File: src/sv/cdt_pkg.sv
// shared types, constants and keyword tables for the c declaration tokenizer
// used by the core, the record queue and the port checker
package cdt_pkg;

  localparam int MAX_TOKENS_DEF    = 50;
  localparam int MAX_TOKEN_LEN_DEF = 64;
  localparam int POSITION_BITS_DEF = 10;

  // field widths of a result record
  localparam int IDX_W     = 6;
  localparam int LEN_W     = 7;
  localparam int POS_OUT_W = 10;

  localparam int REC_FIFO_DEPTH = 4;
  localparam int REC_PTR_W      = $clog2(REC_FIFO_DEPTH);
  localparam int REC_CNT_W      = REC_PTR_W + 1;

  localparam int NUM_KW = 16;

  typedef enum logic [2:0] {
    ST_TOKEN     = 3'd0,
    ST_END       = 3'd1,
    ST_TOO_MANY  = 3'd2,
    ST_TOO_LONG  = 3'd3,
    ST_UNKNOWN   = 3'd4
  } status_t;

  typedef enum logic [2:0] {
    KIND_PUNCT     = 3'd0,
    KIND_NUMBER    = 3'd1,
    KIND_IDENT     = 3'd2,
    KIND_AGGREGATE = 3'd3,
    KIND_BASE_TYPE = 3'd4,
    KIND_QUALIFIER = 3'd5,
    KIND_STORAGE   = 3'd6
  } kind_t;

  typedef enum logic [1:0] {
    MODE_NONE = 2'd0,
    MODE_NUM  = 2'd1,
    MODE_WORD = 2'd2
  } mode_t;

  typedef struct packed {
    status_t                status;
    kind_t                  kind;
    logic [IDX_W-1:0]       token_index;
    logic [LEN_W-1:0]       token_length;
    logic [POS_OUT_W-1:0]   start_position;
    logic [7:0]             punct_char;
    logic                   last;
  } rec_t;

  // keyword text, right-justified: character i sits in byte (len-1-i)
  localparam logic [63:0] KW_WORD [NUM_KW] = '{
    "char", "short", "int", "long", "float", "double", "signed", "unsigned",
    "const", "volatile",
    "enum", "union", "struct",
    "extern", "static", "typedef"
  };
  localparam logic [3:0] KW_LEN [NUM_KW] = '{
    4'd4, 4'd5, 4'd3, 4'd4, 4'd5, 4'd6, 4'd6, 4'd8,
    4'd5, 4'd8,
    4'd4, 4'd5, 4'd6,
    4'd6, 4'd6, 4'd7
  };

  localparam logic [NUM_KW-1:0] ALL_CANDS = '1;

  function automatic logic is_digit(logic [7:0] c);
    return (c >= 8'h30) && (c <= 8'h39);
  endfunction

  function automatic logic is_alpha(logic [7:0] c);
    return ((c >= 8'h61) && (c <= 8'h7a)) || ((c >= 8'h41) && (c <= 8'h5a));
  endfunction

  function automatic logic is_word_char(logic [7:0] c);
    return is_digit(c) || is_alpha(c) || (c == 8'h5f);
  endfunction

  function automatic logic is_space(logic [7:0] c);
    return (c == 8'h20) || ((c >= 8'd9) && (c <= 8'd13));
  endfunction

  function automatic logic is_punct(logic [7:0] c);
    return (c == 8'h28) || (c == 8'h29) || (c == 8'h7b) || (c == 8'h7d) ||
           (c == 8'h5b) || (c == 8'h5d) || (c == 8'h2a) || (c == 8'h2c) ||
           (c == 8'h3b);
  endfunction

  // drop every keyword with no character c at position len
  function automatic logic [NUM_KW-1:0] kw_narrow(logic [NUM_KW-1:0] cand,
                                                  logic [LEN_W-1:0] len,
                                                  logic [7:0] c);
    logic [NUM_KW-1:0] r;
    logic [2:0]        sh;
    r = cand;
    for (int k = 0; k < NUM_KW; k++) begin
      sh = 3'(KW_LEN[k] - 4'd1 - len[3:0]);
      if ((len >= LEN_W'(KW_LEN[k])) || (KW_WORD[k][8*sh +: 8] != c)) begin
        r[k] = 1'b0;
      end
    end
    return r;
  endfunction

  // lowest surviving keyword of exactly this length decides the kind
  function automatic kind_t kw_kind(logic [NUM_KW-1:0] cand, logic [LEN_W-1:0] len);
    kind_t r;
    r = KIND_IDENT;
    for (int k = NUM_KW - 1; k >= 0; k--) begin
      if (cand[k] && (len == LEN_W'(KW_LEN[k]))) begin
        if (k < 8)       r = KIND_BASE_TYPE;
        else if (k < 10) r = KIND_QUALIFIER;
        else if (k < 13) r = KIND_AGGREGATE;
        else             r = KIND_STORAGE;
      end
    end
    return r;
  endfunction

endpackage

File: src/sv/c_declaration_tokenizer_core.sv
// c declaration tokenizer: one character in per cycle while ch_stall is low, token records out
// depends on cdt_pkg and cdt_rec_fifo
//
// input channel: ch with ch_valid / ch_stall, one character per request.
// a zero character closes the declaration with an end record carrying the
// token count, or with none after an error. whitespace gives nothing; a
// digit or word run gives one record when the character after it arrives;
// punctuation, errors and the end give a record at once. a character causes
// at most two records (a closed token, then its own); last marks the final one.
// output channel: status, kind, token_index, token_length, start_position,
// punct_char, last with rec_valid / rec_stall.
// each record is registered into the queue and is shown once those ahead leave.
// throughput: one character per cycle while ch_stall is low; the lexer
// state update and the sixteen-way keyword compare are both combinational;
// records leave through a four-entry queue at one per cycle while rec_stall
// is low, and ch_stall rises while it holds more than two, so a stalled
// receiver backs up the input after a few characters and nothing is lost.
// reset clears the lexer state and empties the queue.
module c_declaration_tokenizer_core
  import cdt_pkg::*;
#(
  parameter int MAX_TOKENS    = MAX_TOKENS_DEF,
  parameter int MAX_TOKEN_LEN = MAX_TOKEN_LEN_DEF,
  parameter int POSITION_BITS = POSITION_BITS_DEF
) (
  input  logic                 clk,
  input  logic                 rst,
  input  logic                 ch_valid,
  output logic                 ch_stall,
  input  logic [7:0]           ch,
  output logic                 rec_valid,
  input  logic                 rec_stall,
  output logic [2:0]           status,
  output logic [2:0]           kind,
  output logic [IDX_W-1:0]     token_index,
  output logic [LEN_W-1:0]     token_length,
  output logic [POS_OUT_W-1:0] start_position,
  output logic [7:0]           punct_char,
  output logic                 last
);

  localparam logic [POSITION_BITS-1:0] POS_MAX = '1;

  mode_t                    mode, mode_next;
  logic [LEN_W-1:0]         open_len, open_len_next;
  logic [IDX_W-1:0]         tok_cnt, tok_cnt_next;
  logic [NUM_KW-1:0]        cand, cand_next;
  logic [POSITION_BITS-1:0] char_pos, char_pos_next;
  logic [POSITION_BITS-1:0] open_start, open_start_next;
  logic                     skip, skip_next;

  logic       accept;
  logic       full;
  logic [1:0] push_cnt;
  rec_t       rec_a, rec_b, push0;
  logic       has_a, has_b;
  rec_t       head;

  assign ch_stall = full;
  assign accept   = ch_valid && !full;

  always_comb begin
    logic handled;
    logic cont;
    logic clear;

    mode_next       = mode;
    open_len_next   = open_len;
    tok_cnt_next    = tok_cnt;
    cand_next       = cand;
    char_pos_next   = char_pos;
    open_start_next = open_start;
    skip_next       = skip;
    rec_a   = '0;
    rec_b   = '0;
    has_a   = 1'b0;
    has_b   = 1'b0;
    handled = 1'b0;
    clear   = 1'b0;
    cont    = (mode == MODE_NUM) ? is_digit(ch) : is_word_char(ch);

    if (accept) begin
      if (skip) begin
        clear = (ch == 8'd0);
      end else begin
        if (mode != MODE_NONE) begin
          if (cont) begin
            handled = 1'b1;
            if (open_len >= LEN_W'(MAX_TOKEN_LEN)) begin
              has_a                = 1'b1;
              rec_a.status         = ST_TOO_LONG;
              rec_a.token_index    = IDX_W'(tok_cnt - 1'b1);
              rec_a.start_position = POS_OUT_W'(open_start);
              skip_next            = 1'b1;
              mode_next            = MODE_NONE;
            end else begin
              if (mode == MODE_WORD) begin
                cand_next = kw_narrow(cand, open_len, ch);
              end
              open_len_next = LEN_W'(open_len + 1'b1);
            end
          end else begin
            // token closed by this character, which is handled below
            has_a                = 1'b1;
            rec_a.status         = ST_TOKEN;
            rec_a.kind           = (mode == MODE_NUM) ? KIND_NUMBER : kw_kind(cand, open_len);
            rec_a.token_index    = IDX_W'(tok_cnt - 1'b1);
            rec_a.token_length   = open_len;
            rec_a.start_position = POS_OUT_W'(open_start);
            mode_next            = MODE_NONE;
          end
        end

        if (!handled) begin
          if (ch == 8'd0) begin
            has_b                = 1'b1;
            rec_b.status         = ST_END;
            rec_b.token_index    = tok_cnt;
            rec_b.start_position = POS_OUT_W'(char_pos);
            clear                = 1'b1;
          end else if (!is_space(ch)) begin
            if (tok_cnt >= IDX_W'(MAX_TOKENS)) begin
              has_b                = 1'b1;
              rec_b.status         = ST_TOO_MANY;
              rec_b.token_index    = tok_cnt;
              rec_b.start_position = POS_OUT_W'(char_pos);
              skip_next            = 1'b1;
            end else if (is_word_char(ch)) begin
              mode_next       = is_digit(ch) ? MODE_NUM : MODE_WORD;
              open_len_next   = LEN_W'(1);
              open_start_next = char_pos;
              cand_next       = is_digit(ch) ? ALL_CANDS : kw_narrow(ALL_CANDS, '0, ch);
              tok_cnt_next    = IDX_W'(tok_cnt + 1'b1);
            end else if (is_punct(ch)) begin
              has_b                = 1'b1;
              rec_b.status         = ST_TOKEN;
              rec_b.kind           = KIND_PUNCT;
              rec_b.token_index    = tok_cnt;
              rec_b.token_length   = LEN_W'(1);
              rec_b.start_position = POS_OUT_W'(char_pos);
              rec_b.punct_char     = ch;
              tok_cnt_next         = IDX_W'(tok_cnt + 1'b1);
            end else begin
              has_b                = 1'b1;
              rec_b.status         = ST_UNKNOWN;
              rec_b.token_index    = tok_cnt;
              rec_b.start_position = POS_OUT_W'(char_pos);
              rec_b.punct_char     = ch;
              tok_cnt_next         = IDX_W'(tok_cnt + 1'b1);
              skip_next            = 1'b1;
            end
          end
        end
      end

      if (char_pos < POS_MAX) begin
        char_pos_next = POSITION_BITS'(char_pos + 1'b1);
      end

      if (clear) begin
        mode_next       = MODE_NONE;
        open_len_next   = '0;
        tok_cnt_next    = '0;
        cand_next       = ALL_CANDS;
        char_pos_next   = '0;
        open_start_next = '0;
        skip_next       = 1'b0;
      end
    end

    if (has_b) begin
      rec_b.last = 1'b1;
    end else begin
      rec_a.last = has_a;
    end
  end

  assign push0    = has_a ? rec_a : rec_b;
  assign push_cnt = 2'(has_a) + 2'(has_b);

  always_ff @(posedge clk) begin
    if (rst) begin
      mode       <= MODE_NONE;
      open_len   <= '0;
      tok_cnt    <= '0;
      cand       <= ALL_CANDS;
      char_pos   <= '0;
      open_start <= '0;
      skip       <= 1'b0;
    end else begin
      mode       <= mode_next;
      open_len   <= open_len_next;
      tok_cnt    <= tok_cnt_next;
      cand       <= cand_next;
      char_pos   <= char_pos_next;
      open_start <= open_start_next;
      skip       <= skip_next;
    end
  end

  cdt_rec_fifo u_fifo (
    .clk        (clk),
    .rst        (rst),
    .push_cnt   (push_cnt),
    .push_rec0  (push0),
    .push_rec1  (rec_b),
    .almost_full(full),
    .head_valid (rec_valid),
    .head_rec   (head),
    .head_stall (rec_stall)
  );

  assign status         = head.status;
  assign kind           = head.kind;
  assign token_index    = head.token_index;
  assign token_length   = head.token_length;
  assign start_position = head.start_position;
  assign punct_char     = head.punct_char;
  assign last           = head.last;

endmodule

File: src/sv/cdt_rec_fifo.sv
// small result queue: takes up to two records a cycle, hands out one while head_stall is low
// depends on cdt_pkg for the record type and queue depth
module cdt_rec_fifo
  import cdt_pkg::*;
(
  input  logic       clk,
  input  logic       rst,
  input  logic [1:0] push_cnt,
  input  rec_t       push_rec0,
  input  rec_t       push_rec1,
  output logic       almost_full,
  output logic       head_valid,
  output rec_t       head_rec,
  input  logic       head_stall
);

  rec_t                 mem [REC_FIFO_DEPTH];
  logic [REC_PTR_W-1:0] wr_ptr;
  logic [REC_PTR_W-1:0] rd_ptr;
  logic [REC_CNT_W-1:0] count;
  logic                 pop;

  assign head_valid  = (count != '0);
  assign head_rec    = mem[rd_ptr];
  assign pop         = head_valid && !head_stall;
  // room for two more records is guaranteed while almost_full is low
  assign almost_full = (count > REC_CNT_W'(REC_FIFO_DEPTH - 2));

  always_ff @(posedge clk) begin
    if (push_cnt != 2'd0) begin
      mem[wr_ptr] <= push_rec0;
    end
    if (push_cnt == 2'd2) begin
      mem[REC_PTR_W'(wr_ptr + 1'b1)] <= push_rec1;
    end
  end

  always_ff @(posedge clk) begin
    if (rst) begin
      wr_ptr <= '0;
      rd_ptr <= '0;
      count  <= '0;
    end else begin
      wr_ptr <= REC_PTR_W'(wr_ptr + REC_PTR_W'(push_cnt));
      if (pop) begin
        rd_ptr <= REC_PTR_W'(rd_ptr + 1'b1);
      end
      count <= REC_CNT_W'(count + REC_CNT_W'(push_cnt) - REC_CNT_W'(pop));
    end
  end

endmodule

File: config.mk
export PLATFORM = sky130hd
export DESIGN_NAME = c_declaration_tokenizer_core
export DESIGN_NICKNAME = d
export VERILOG_FILES = /design/src/sv/cdt_pkg.sv /design/src/sv/c_declaration_tokenizer_core.sv /design/src/sv/cdt_rec_fifo.sv
export SDC_FILE = /design/constraint.sdc
export NUM_CORES = 1
export LEC_CHECK = 0
export BUFFER_PORTS_ARGS = -buffer_cell sky130_fd_sc_hd__buf_2
export CAP_MARGIN = 25
export CORE_ASPECT_RATIO = 0.6
export CORE_MARGIN = 1.5
export CORE_UTILIZATION = 64
export CTS_BUF_LIST = sky130_fd_sc_hd__clkbuf_8
export DETAILED_ROUTE_END_ITERATION = 12
export GPL_TIMING_DRIVEN = 0
export PLACE_DENSITY = 0.82
export SLEW_MARGIN = 20
export SYNTH_ARGS = -nofsm -noshare
export SYNTH_HDL_FRONTEND = slang
export SYNTH_SLANG_ARGS = --single-unit
File: constraint.sdc
create_clock -name clk -period 5.4 [get_ports clk]
set_clock_uncertainty 0.15 [all_clocks]
set_input_delay 0.27 -clock clk [delete_from_list [all_inputs] [get_ports clk]]
set_output_delay 0.27 -clock clk [all_outputs]
set_load 0.02 [all_outputs]
==> reports/metrics.yaml, run 1 <==
routing:
  viasPerCell: 7.10
  drc: 0
  finalWirelength_um: 41600
  wl_per_cell_um: 26.4
  drtIter0Drc: 1698
  vias: 11200
  ant_nets: 0
  drtPass1Iterations: 6
power:
  power_density_nw_per_um2: 338
  seqPwrFrac_pct: 41.4
  vdd_drop_max_mv: 0.273
  p_sw_w: 0.00162
  p_int_w: 0.00294
  combPwrFrac_pct: 30.1
  p_sw_share_pct: 35.4
  leakagePower_nw: 4.72
  clkPwrFrac_pct: 28.4
timing:
  postLayoutSetupSlackWorst_ns: 0.303
  setup-tns-final_ns: 0
  tightest_slew_ns: 1.08
  hold_ws_ns: 0.188
  setup_viol: 0
  min_period_ns: 5.10
  fin_crit_sh_pct: 94.4
  max_clock_freq_mhz: 196
  maxSlewViolCount: 0
  grt_setup_unrepaired: "false"
  hold_viol: 0
  slew_headroom_pct: 28.2
job:
  cap_violations: 0
setup_path:
  r2r-end: "u_fifo.mem[1][15]"
  worstRegToRegCells: 10
  reg2reg_from: "u_fifo.count[0]"
  crit_path_start_kind: "flop"
  cp-endpoint: "u_fifo.mem[1][15]"
  cp.arrival_ns: 5.15
  critPathRequiredTime_ns: 5.46
  criticalPathCategory: "reg -> reg"
  startpoint: "u_fifo.count[0]"
  reg2reg_slack_ns: 0.30
  critPathCaptureType: "flop"
  path_max_fanout: 29
logic_synthesis:
  syn_inst: 1223
  synth_area_um2: 12300
  async_reset_ff_share_pct: 0
  synth_nets: 1268
  syn_avg_cell_area_um2: 10.0
  yosysWarningCount: 0
  yosysSeqAreaShare_pct: 44.2
  synthFlopType: "edfxtp_1"
  synth-edff-count: 116
  synth-seq-cells: 213
  synth_cell_types: 84
clock_tree:
  cts_sinks: 213
  clk_pin_slew_ns: 0.08
  cts_buffers: 30
  root_buffer: "clkbuf_8"
  insertion_delay_ns: 0.59
  cts_buffer_depth: 3
  h-tree-depth: 1
  post_cts_buffers: 0
  cts_tree: "built"
global_route:
  grt_pass1_vias: 10100
  overflow: 0
  grt_max_degree: 32
  grt_pass1_wl_um: 61300
  gr-usage-all-layers_pct: 41.4
  grt_antenna_before_repair: 0
floorplanning:
  io_pins: 52
  initial_utilization_pct: 64.9
  dieArea_um2: 20100
  fp-row-count: 39
  die_w_um: 182
  core_area_um2: 18900
  die_y_um: 110
placement:
  io_buffers: 48
  placed_cell_area_um2: 12900
  place_hpwl_um: 30400
  gp_congestion: 1.06
  post-place-ws_ns: -0.562
  place_inst: 1519
layout:
  antennaDiodeCount: 0
  final_nets: 1353
  syn_to_final_growth_pct: 9.95
  seq_area_um2: 5430
  fin_area_um2: 13500
  fillCellCount: 1427
  multiInputGateArea_um2: 6330
  drive_above_1_share_pct: 13.4
  fin_cells: 1578
status:
  status: "finished, final reports clean"
worst_hold_path:
  holdCritPathClass: "in -> reg"
[placed cells by master, fill, tap and decap left out, types with 34 or more instances in the layout]
cell type	count
edfxtp_1	116
dfxtp_1	97
nor2_1	96
nand2_1	87
a22o_1	81
clkbuf_1	71
buf_2	63
o21ai_0	63
nand3_1	48
a21oi_1	46
mux4_2	38
clkbuf_8	35
inv_1	34
[routing by layer]
layer	global-route usage, %	vias up	part of all wire, %
li1	-	4837	-
met4	7.26	0	1.7
met5	1.00	-	0
met2	53.1	969	37
met3	20.9	79	19
met1	61.7	5320	42
[power by group through the flow]
stage          combinational (W)  clock, W  sequential (W)
5_1_grt                  0.00146   0.00134         0.00190
4_1_cts                  0.00133   0.00127         0.00189
3_5_place_dp             0.00132         0         0.00192
2_1_floorplan           0.000905         0         0.00190
3_3_place_gp             0.00127         0         0.00192
6_report                 0.00137   0.00130         0.00189
[sequential cells by signal, indices dropped and copies added (netlist names), named ones only]
| register | flops |
|---|---|
| u_fifo.wr_ptr | 2 |
| skip | 1 |
| char_pos | 10 |
| open_start | 10 |
| tok_cnt | 6 |
| mode | 2 |
| u_fifo.count | 3 |
| cand | 16 |
| open_len | 7 |
| u_fifo.rd_ptr | 2 |
| u_fifo.mem | 152 |
[metrics by stage]
stage | total power, W | utilization [%]
finish | 0.00456 | 71.4
floorplan | 0.00280 | -
CTS | 0.00448 | 71.3
detailed placement | 0.00324 | 68.0
global route | 0.00470 | 71.4
global placement | 0.00319 | 67.8
[layout make-up]
class                   count  area share [%]
flip-flops and latches    213            40.2
multi-input cells         873            46.9
well taps                 246            2.28
clock buffers              35            3.57
inverters                  30           0.852
repair buffers             53            2.19
plain buffers             107            3.24
clock inverters            21           0.852
[how the worst min path moves through the flow]
| stage | from | to | slack [ns] | cells past startpoint |
|---|---|---|---|---|
| 2_1_floorplan | u_fifo.mem[2][33] | u_fifo.mem[2][33] | 0.27 | 2 |
| 3_3_place_gp | u_fifo.mem[2][33] | u_fifo.mem[2][33] | 0.28 | 2 |
| 3_5_place_dp | u_fifo.mem[2][34] | u_fifo.mem[2][34] | 0.29 | 2 |
| 4_1_cts | ch_valid | mode[1] | 0.15 | 5 |
| 5_1_grt | ch_valid | mode[1] | 0.24 | 5 |
| 6_report | ch_valid | mode[1] | 0.19 | 5 |
[cells in the mapped netlist (all sizes together) (5+ instances only)]
library cell    n  area, um^2
nand3          49         250
mux4           38         856
a311oi          5        43.8
o31ai           6        45.0
ha             32         400
or3            13        81.3
o2bb2ai        10        87.6
nor3           33         165
a21o            6        45.0
buf            34         161
o32ai           7        68.8
nor2          103         399
a32oi           7        61.3
or2             5        31.3
edfxtp        116        3480
o211ai          5        37.5
inv            29         109
a32o            7        70.1
clkbuf         73         274
or4             5        41.3
nor2b          18         113
nand2b          8        50.1
nand2          87         327
nand3b          6        45.0
and2           14        87.6
nor4           23         150
mux2i          12         120
a211oi         10        75.1
xor2           26         228
dfxtp          97        1940
xnor2          33         289
nand4           9        56.3
a31oi          22         138
and3           15        93.8
a21oi          47         239
o22ai           7        43.8
a22o           81         709
o21ai          67         335
[critical path, cell delays in order (launching register included)]
cell      delay [ns]
dfxtp_1         0.32
a21o_1          0.22
nor3_1          0.82
o211ai_1        0.36
inv_1           0.28
buf_2           0.30
ha_1            0.32
inv_1           0.15
nor3_1          0.77
nor2_2          0.34
inv_2           0.67
[repair_timing]
action | CTS | global route
hold buffers | 2 | 0
endpoints found under the setup margin | 27 | 113
cloned | 0 | 0
gates resized for setup | 3 | 4
endpoints found under the hold margin | 4 | 0
[cell families (layout without fill, tap and decap cells)]
kind of cell / after synthesis / count (layout) / share of synthesized area (%)
simple gates: 404 / 404 / 16.5
compound gates: 326 / 326 / 19.2
buf+inv: 137 / 246 / 4.46
fa+ha+maj: 33 / 33 / 3.42
flops: 213 / 213 / 44.2
xor+xnor: 59 / 59 / 4.21
mux: 51 / 51 / 8.03
Note: power is estimated with default switching activity, not from simulation.
==> inputs of run 2 (changes only) <==
- HOLD_SLACK_MARGIN: unset -> 0.05
- clock period: 5.4 -> 4.9 ns (I/O delays scaled with it)
==> reports/metrics.yaml, run 2 (synthesized netlist as in run 1, its figures left out) <==
status:
  status: "finished, final reports clean"
setup_path:
  path_cells: "clkbuf_1 > inv_1 > ha_1 > clkbuf_2 > clkbuf_1 > inv_1 > ha_1 > nand2_1 > mux2i_1 > a22oi_1 > o21ai_0 > o211ai_1 > nand3_1"
  cp.arrival_ns: 5.20
  criticalPathCategory: "reg -> reg"
  critPathCaptureType: "flop"
  startpoint: "open_len[1]"
  crit_path_start_kind: "flop"
  r2r-end: "cand[11]"
  path_buf_inv: 5
  cpPeakStageDelay_ns: 0.68
  reg2reg_slack_ns: 0.01
  crit_family: "buffers and inverters"
  critical_path.slowest_cell: "dfxtp_1"
  cp-endpoint: "cand[11]"
  crit_cells: 13
  reg2reg_from: "open_len[1]"
  critPathRequiredTime_ns: 5.21
  worstRegToRegCells: 13
  path_max_fanout: 12
global_route:
  grt_max_degree: 32
  grt_pass1_wl_um: 61300
  gr-usage-all-layers_pct: 41.4
  grt_pass1_vias: 10100
  overflow: 0
  grt_antenna_before_repair: 0
layout:
  final_cell_mix: "edfxtp_1 (116), dfxtp_1 (97), nor2_1 (94)"
  top_regs: "u_fifo.mem (152), cand (16)"
  largest_register_ffs: 152
  fin_area_um2: 13600
  fillCellCount: 1428
  layout_commonest_cell: "edfxtp_1"
  final_core_util_pct: 71.6
  final_nets: 1355
  syn_to_final_growth_pct: 10.3
  largest_register: "u_fifo.mem"
  antennaDiodeCount: 0
  drive_above_1_share_pct: 14.1
floorplanning:
  dieArea_um2: 20100
  core_area_um2: 18900
  io_pins: 52
  initial_utilization_pct: 64.9
  die_y_um: 110
  die_w_um: 182
  fp-row-count: 39
power:
  power_density_nw_per_um2: 372
  vdd_drop_max_mv: 0.301
  leakagePower_nw: 4.74
placement:
  gp_congestion: 1.06
  post-place-ws_ns: -1.06
  placed_cell_area_um2: 12900
  place_hpwl_um: 30400
  io_buffers: 48
timing:
  postLayoutSetupSlackWorst_ns: 0.0142
  slew_headroom_pct: 27.9
  min_period_ns: 4.89
  hold_viol: 0
  maxSlewViolCount: 0
  grt_setup_unrepaired: "false"
  fin_crit_sh_pct: 99.7
  setup-tns-final_ns: 0
  hold_ws_ns: 0.0857
  setup_viol: 0
  max_clock_freq_mhz: 205
  tightest_slew_ns: 1.08
routing:
  drtPass1Iterations: 6
  viasPerCell: 7.13
  drtIter0Drc: 1856
  drc: 0
  finalWirelength_um: 41700
  vias: 11300
  ant_nets: 0
  wl_per_cell_um: 26.4
clock_tree:
  clk_pin_slew_ns: 0.08
  insertion_delay_ns: 0.59
  cts_buffers: 30
  cts_sinks: 213
  root_buffer: "clkbuf_8"
  h-tree-depth: 1
  cts_buffer_depth: 3
  cts_tree: "built"
job:
  cap_violations: 0
worst_hold_path:
  holdCritPathClass: "in -> reg"
## run 2: changes by cell type in the layout (fill, tap and decap cells not counted), moves of 2 or more
cell and change:
buf_4 +2, clkbuf_1 -2, nor2_1 -2, nor2_2 +2, nor3_1 -2, nor3_2 +2
## run 2: timing repair
action                                 CTS  global route
resized for setup                        6            11
setup endpoints to repair              143           116
endpoints found under the hold margin    7             0
pin swaps                                0             2
hold buffers                             2             0
buffers inserted                         0             2
## run 2: worst min-delay path, delay by kind of cell
kind                   cells  cell delay, ns
AND/OR/NAND/NOR            2            0.25
buffers and inverters      2            0.20
AO/OA/AOI/OAI              1            0.08
## run 2: stage by stage
| stage | total power, W | std cells |
|---|---|---|
| after floorplan | 0.00309 | 1223 |
| after global placement | 0.00352 | 1517 |
| after detailed placement | 0.00357 | 1519 |
| after CTS | 0.00494 | 1577 |
| after global routing | 0.00519 | 1580 |
| final | 0.00503 | 1580 |
## run 2: layer usage
metal  vias up  track usage, %  wire length, um
li1       4846               -                -
met1      5356            61.5            17400
met2       975            53.1            15700
met3        81            21.2             8010
met4         0            7.08              641
met5         -            1.00                0
## run 2: area by class of cell
type / count / area [um^2] / area share [%]
multi-input combinational: 873 / 6360 / 46.9
sequential: 213 / 5430 / 40.0
clock buffer: 35 / 482 / 3.55
buffer: 107 / 440 / 3.25
timing repair buffer: 55 / 310 / 2.29
tap: 246 / 308 / 2.27
clock inverter: 21 / 115 / 0.849
inverter: 30 / 115 / 0.849
## run 2: worst min path at each step
| stage | startpoint | slack, ns | depth (start not counted) | end |
|---|---|---|---|---|
| floorplan | u_fifo.mem[2][33] | 0.27 | 2 | u_fifo.mem[2][33] |
| global placement | u_fifo.mem[2][33] | 0.28 | 2 | u_fifo.mem[2][33] |
| detailed placement | u_fifo.mem[2][34] | 0.29 | 2 | u_fifo.mem[2][34] |
| CTS | ch_valid | 0.13 | 5 | mode[1] |
| global route | ch_valid | 0.16 | 5 | mode[1] |
| finish | ch_valid | 0.09 | 5 | mode[1] |
## run 2: report_power, final
part	leakage (nW)	switching (W)	internal, W
clock network	0.347	0.000719	0.000705
registers	1.78	0.0000724	0.00201
logic	2.61	0.000992	0.000536
==> inputs of run 3 (changes only) <==
- CAP_MARGIN: 25 -> unset
- CORE_ASPECT_RATIO: 0.6 -> 1.4
==> reports/metrics.yaml, run 3 (synthesized netlist as in run 1, its figures left out) <==
status:
  status: "finished, final reports clean"
global_route:
  grt_max_degree: 32
  grt_pass1_vias: 10600
  grt_antenna_before_repair: 0
  gr-usage-all-layers_pct: 39.1
  overflow: 0
  grt_pass1_wl_um: 60000
layout:
  top_regs: "u_fifo.mem (152), cand (16)"
  syn_to_final_growth_pct: 10.5
  largest_register: "u_fifo.mem"
  antennaDiodeCount: 0
  final_nets: 1351
  fillCellCount: 1345
  layout_commonest_cell: "edfxtp_1"
  drive_above_1_share_pct: 14.2
  final_core_util_pct: 72.7
  final_cell_mix: "edfxtp_1 (116), dfxtp_1 (97), nor2_1 (94)"
  largest_register_ffs: 152
routing:
  drtPass1Iterations: 6
  viasPerCell: 7.01
  wl_per_cell_um: 25.1
  drtIter0Drc: 1344
  vias: 11000
  ant_nets: 0
  drc: 0
  finalWirelength_um: 39500
floorplanning:
  die_y_um: 167
  initial_utilization_pct: 65.8
  fp-row-count: 59
  die_w_um: 120
  io_pins: 52
  dieArea_um2: 20100
  core_area_um2: 18700
timing:
  min_period_ns: 4.69
  setup-tns-final_ns: 0
  max_clock_freq_mhz: 213
  slew_headroom_pct: 23.5
  tightest_slew_ns: 1.14
  fin_crit_sh_pct: 95.7
  setup_viol: 0
  grt_setup_unrepaired: "false"
  maxSlewViolCount: 0
  hold_viol: 0
  postLayoutSetupSlackWorst_ns: 0.211
setup_path:
  path_max_fanout: 12
  cp.arrival_ns: 5.02
  critPathRequiredTime_ns: 5.23
  criticalPathCategory: "reg -> reg"
  critPathCaptureType: "flop"
  crit_path_start_kind: "flop"
clock_tree:
  cts_buffer_depth: 3
  h-tree-depth: 1
  clk_pin_slew_ns: 0.07
  root_buffer: "clkbuf_8"
  cts_buffers: 30
  cts_sinks: 213
  insertion_delay_ns: 0.57
  cts_tree: "built"
job:
  cap_violations: 0
power:
  power_w: 0.00509
  vdd_drop_max_mv: 0.245
  leakagePower_nw: 4.74
  power_density_nw_per_um2: 375
worst_hold_path:
  holdCritPathClass: "in -> reg"
placement:
  post-place-ws_ns: -0.790
  place_hpwl_um: 28100
  gp_congestion: 1.02
  io_buffers: 48
==> run 3: repair_timing <==
action | CTS | global route
resized for setup | 4 | 7
endpoints found under the hold margin | 6 | 0
hold buffers | 2 | 0
pin swaps | 0 | 1
endpoints found under the setup margin | 78 | 112
buffers inserted | 0 | 1
==> run 3: metrics by stage <==
| stage | hold WS [ns] | std cells | area, um^2 |
|---|---|---|---|
| floorplan | 0.270 | 1223 | 12300 |
| global placement | 0.281 | 1515 | 12800 |
| detailed placement | 0.293 | 1515 | 12800 |
| CTS | 0.0863 | 1572 | 13600 |
| global route | 0.168 | 1573 | 13600 |
| finish | 0.116 | 1573 | 13600 |
==> run 3: metal layers <==
layer	vias to the layer above	GRT usage (%)	wire, um
li1	4832	-	-
met1	5274	46.6	13800
met2	738	67.8	19700
met3	186	3.90	3400
met4	0	23.2	2580
met5	-	0	0
==> run 3: final cells by class <==
| type | instances | area, um^2 | area share (%) |
|---|---|---|---|
| multi-input combinational | 873 | 6350 | 46.8 |
| sequential | 213 | 5430 | 40.0 |
| clock buffer | 35 | 482 | 3.55 |
| buffer | 107 | 440 | 3.24 |
| tap | 244 | 305 | 2.25 |
| timing repair buffer | 51 | 268 | 1.97 |
| clock inverter | 20 | 190 | 1.40 |
| inverter | 30 | 115 | 0.848 |
==> run 3: report_power, final <==
| part | internal (W) | switching [W] |
|---|---|---|
| Sequential | 0.00201 | 0.0000688 |
| Combinational | 0.000516 | 0.000948 |
| Clock | 0.000863 | 0.000686 |
==> run 3: worst paths after layout <==
check | depth (start not counted) | slack, ns | start | to
worst min register to register | 2 | 0.31 | u_fifo.mem[2][34] | u_fifo.mem[2][34]
worst max-delay path | 13 | 0.21 | open_len[1] | cand[11]
worst max register to register | 13 | 0.21 | open_len[1] | cand[11]
worst min-delay path | 5 | 0.12 | ch_valid | mode[1]
==> run 3: critical path, stage by stage, from the launching register on <==
cell and delay, ns:
dfxtp_1 0.53, clkbuf_1 0.42, inv_1 0.41, ha_1 0.27, clkbuf_1 0.39, clkbuf_1 0.46, inv_1 0.19, ha_1 0.48
clkbuf_1 0.39, a22o_1 0.21, nand4_1 0.10, o21ai_1 0.35, o211ai_1 0.15, nand3_1 0.10
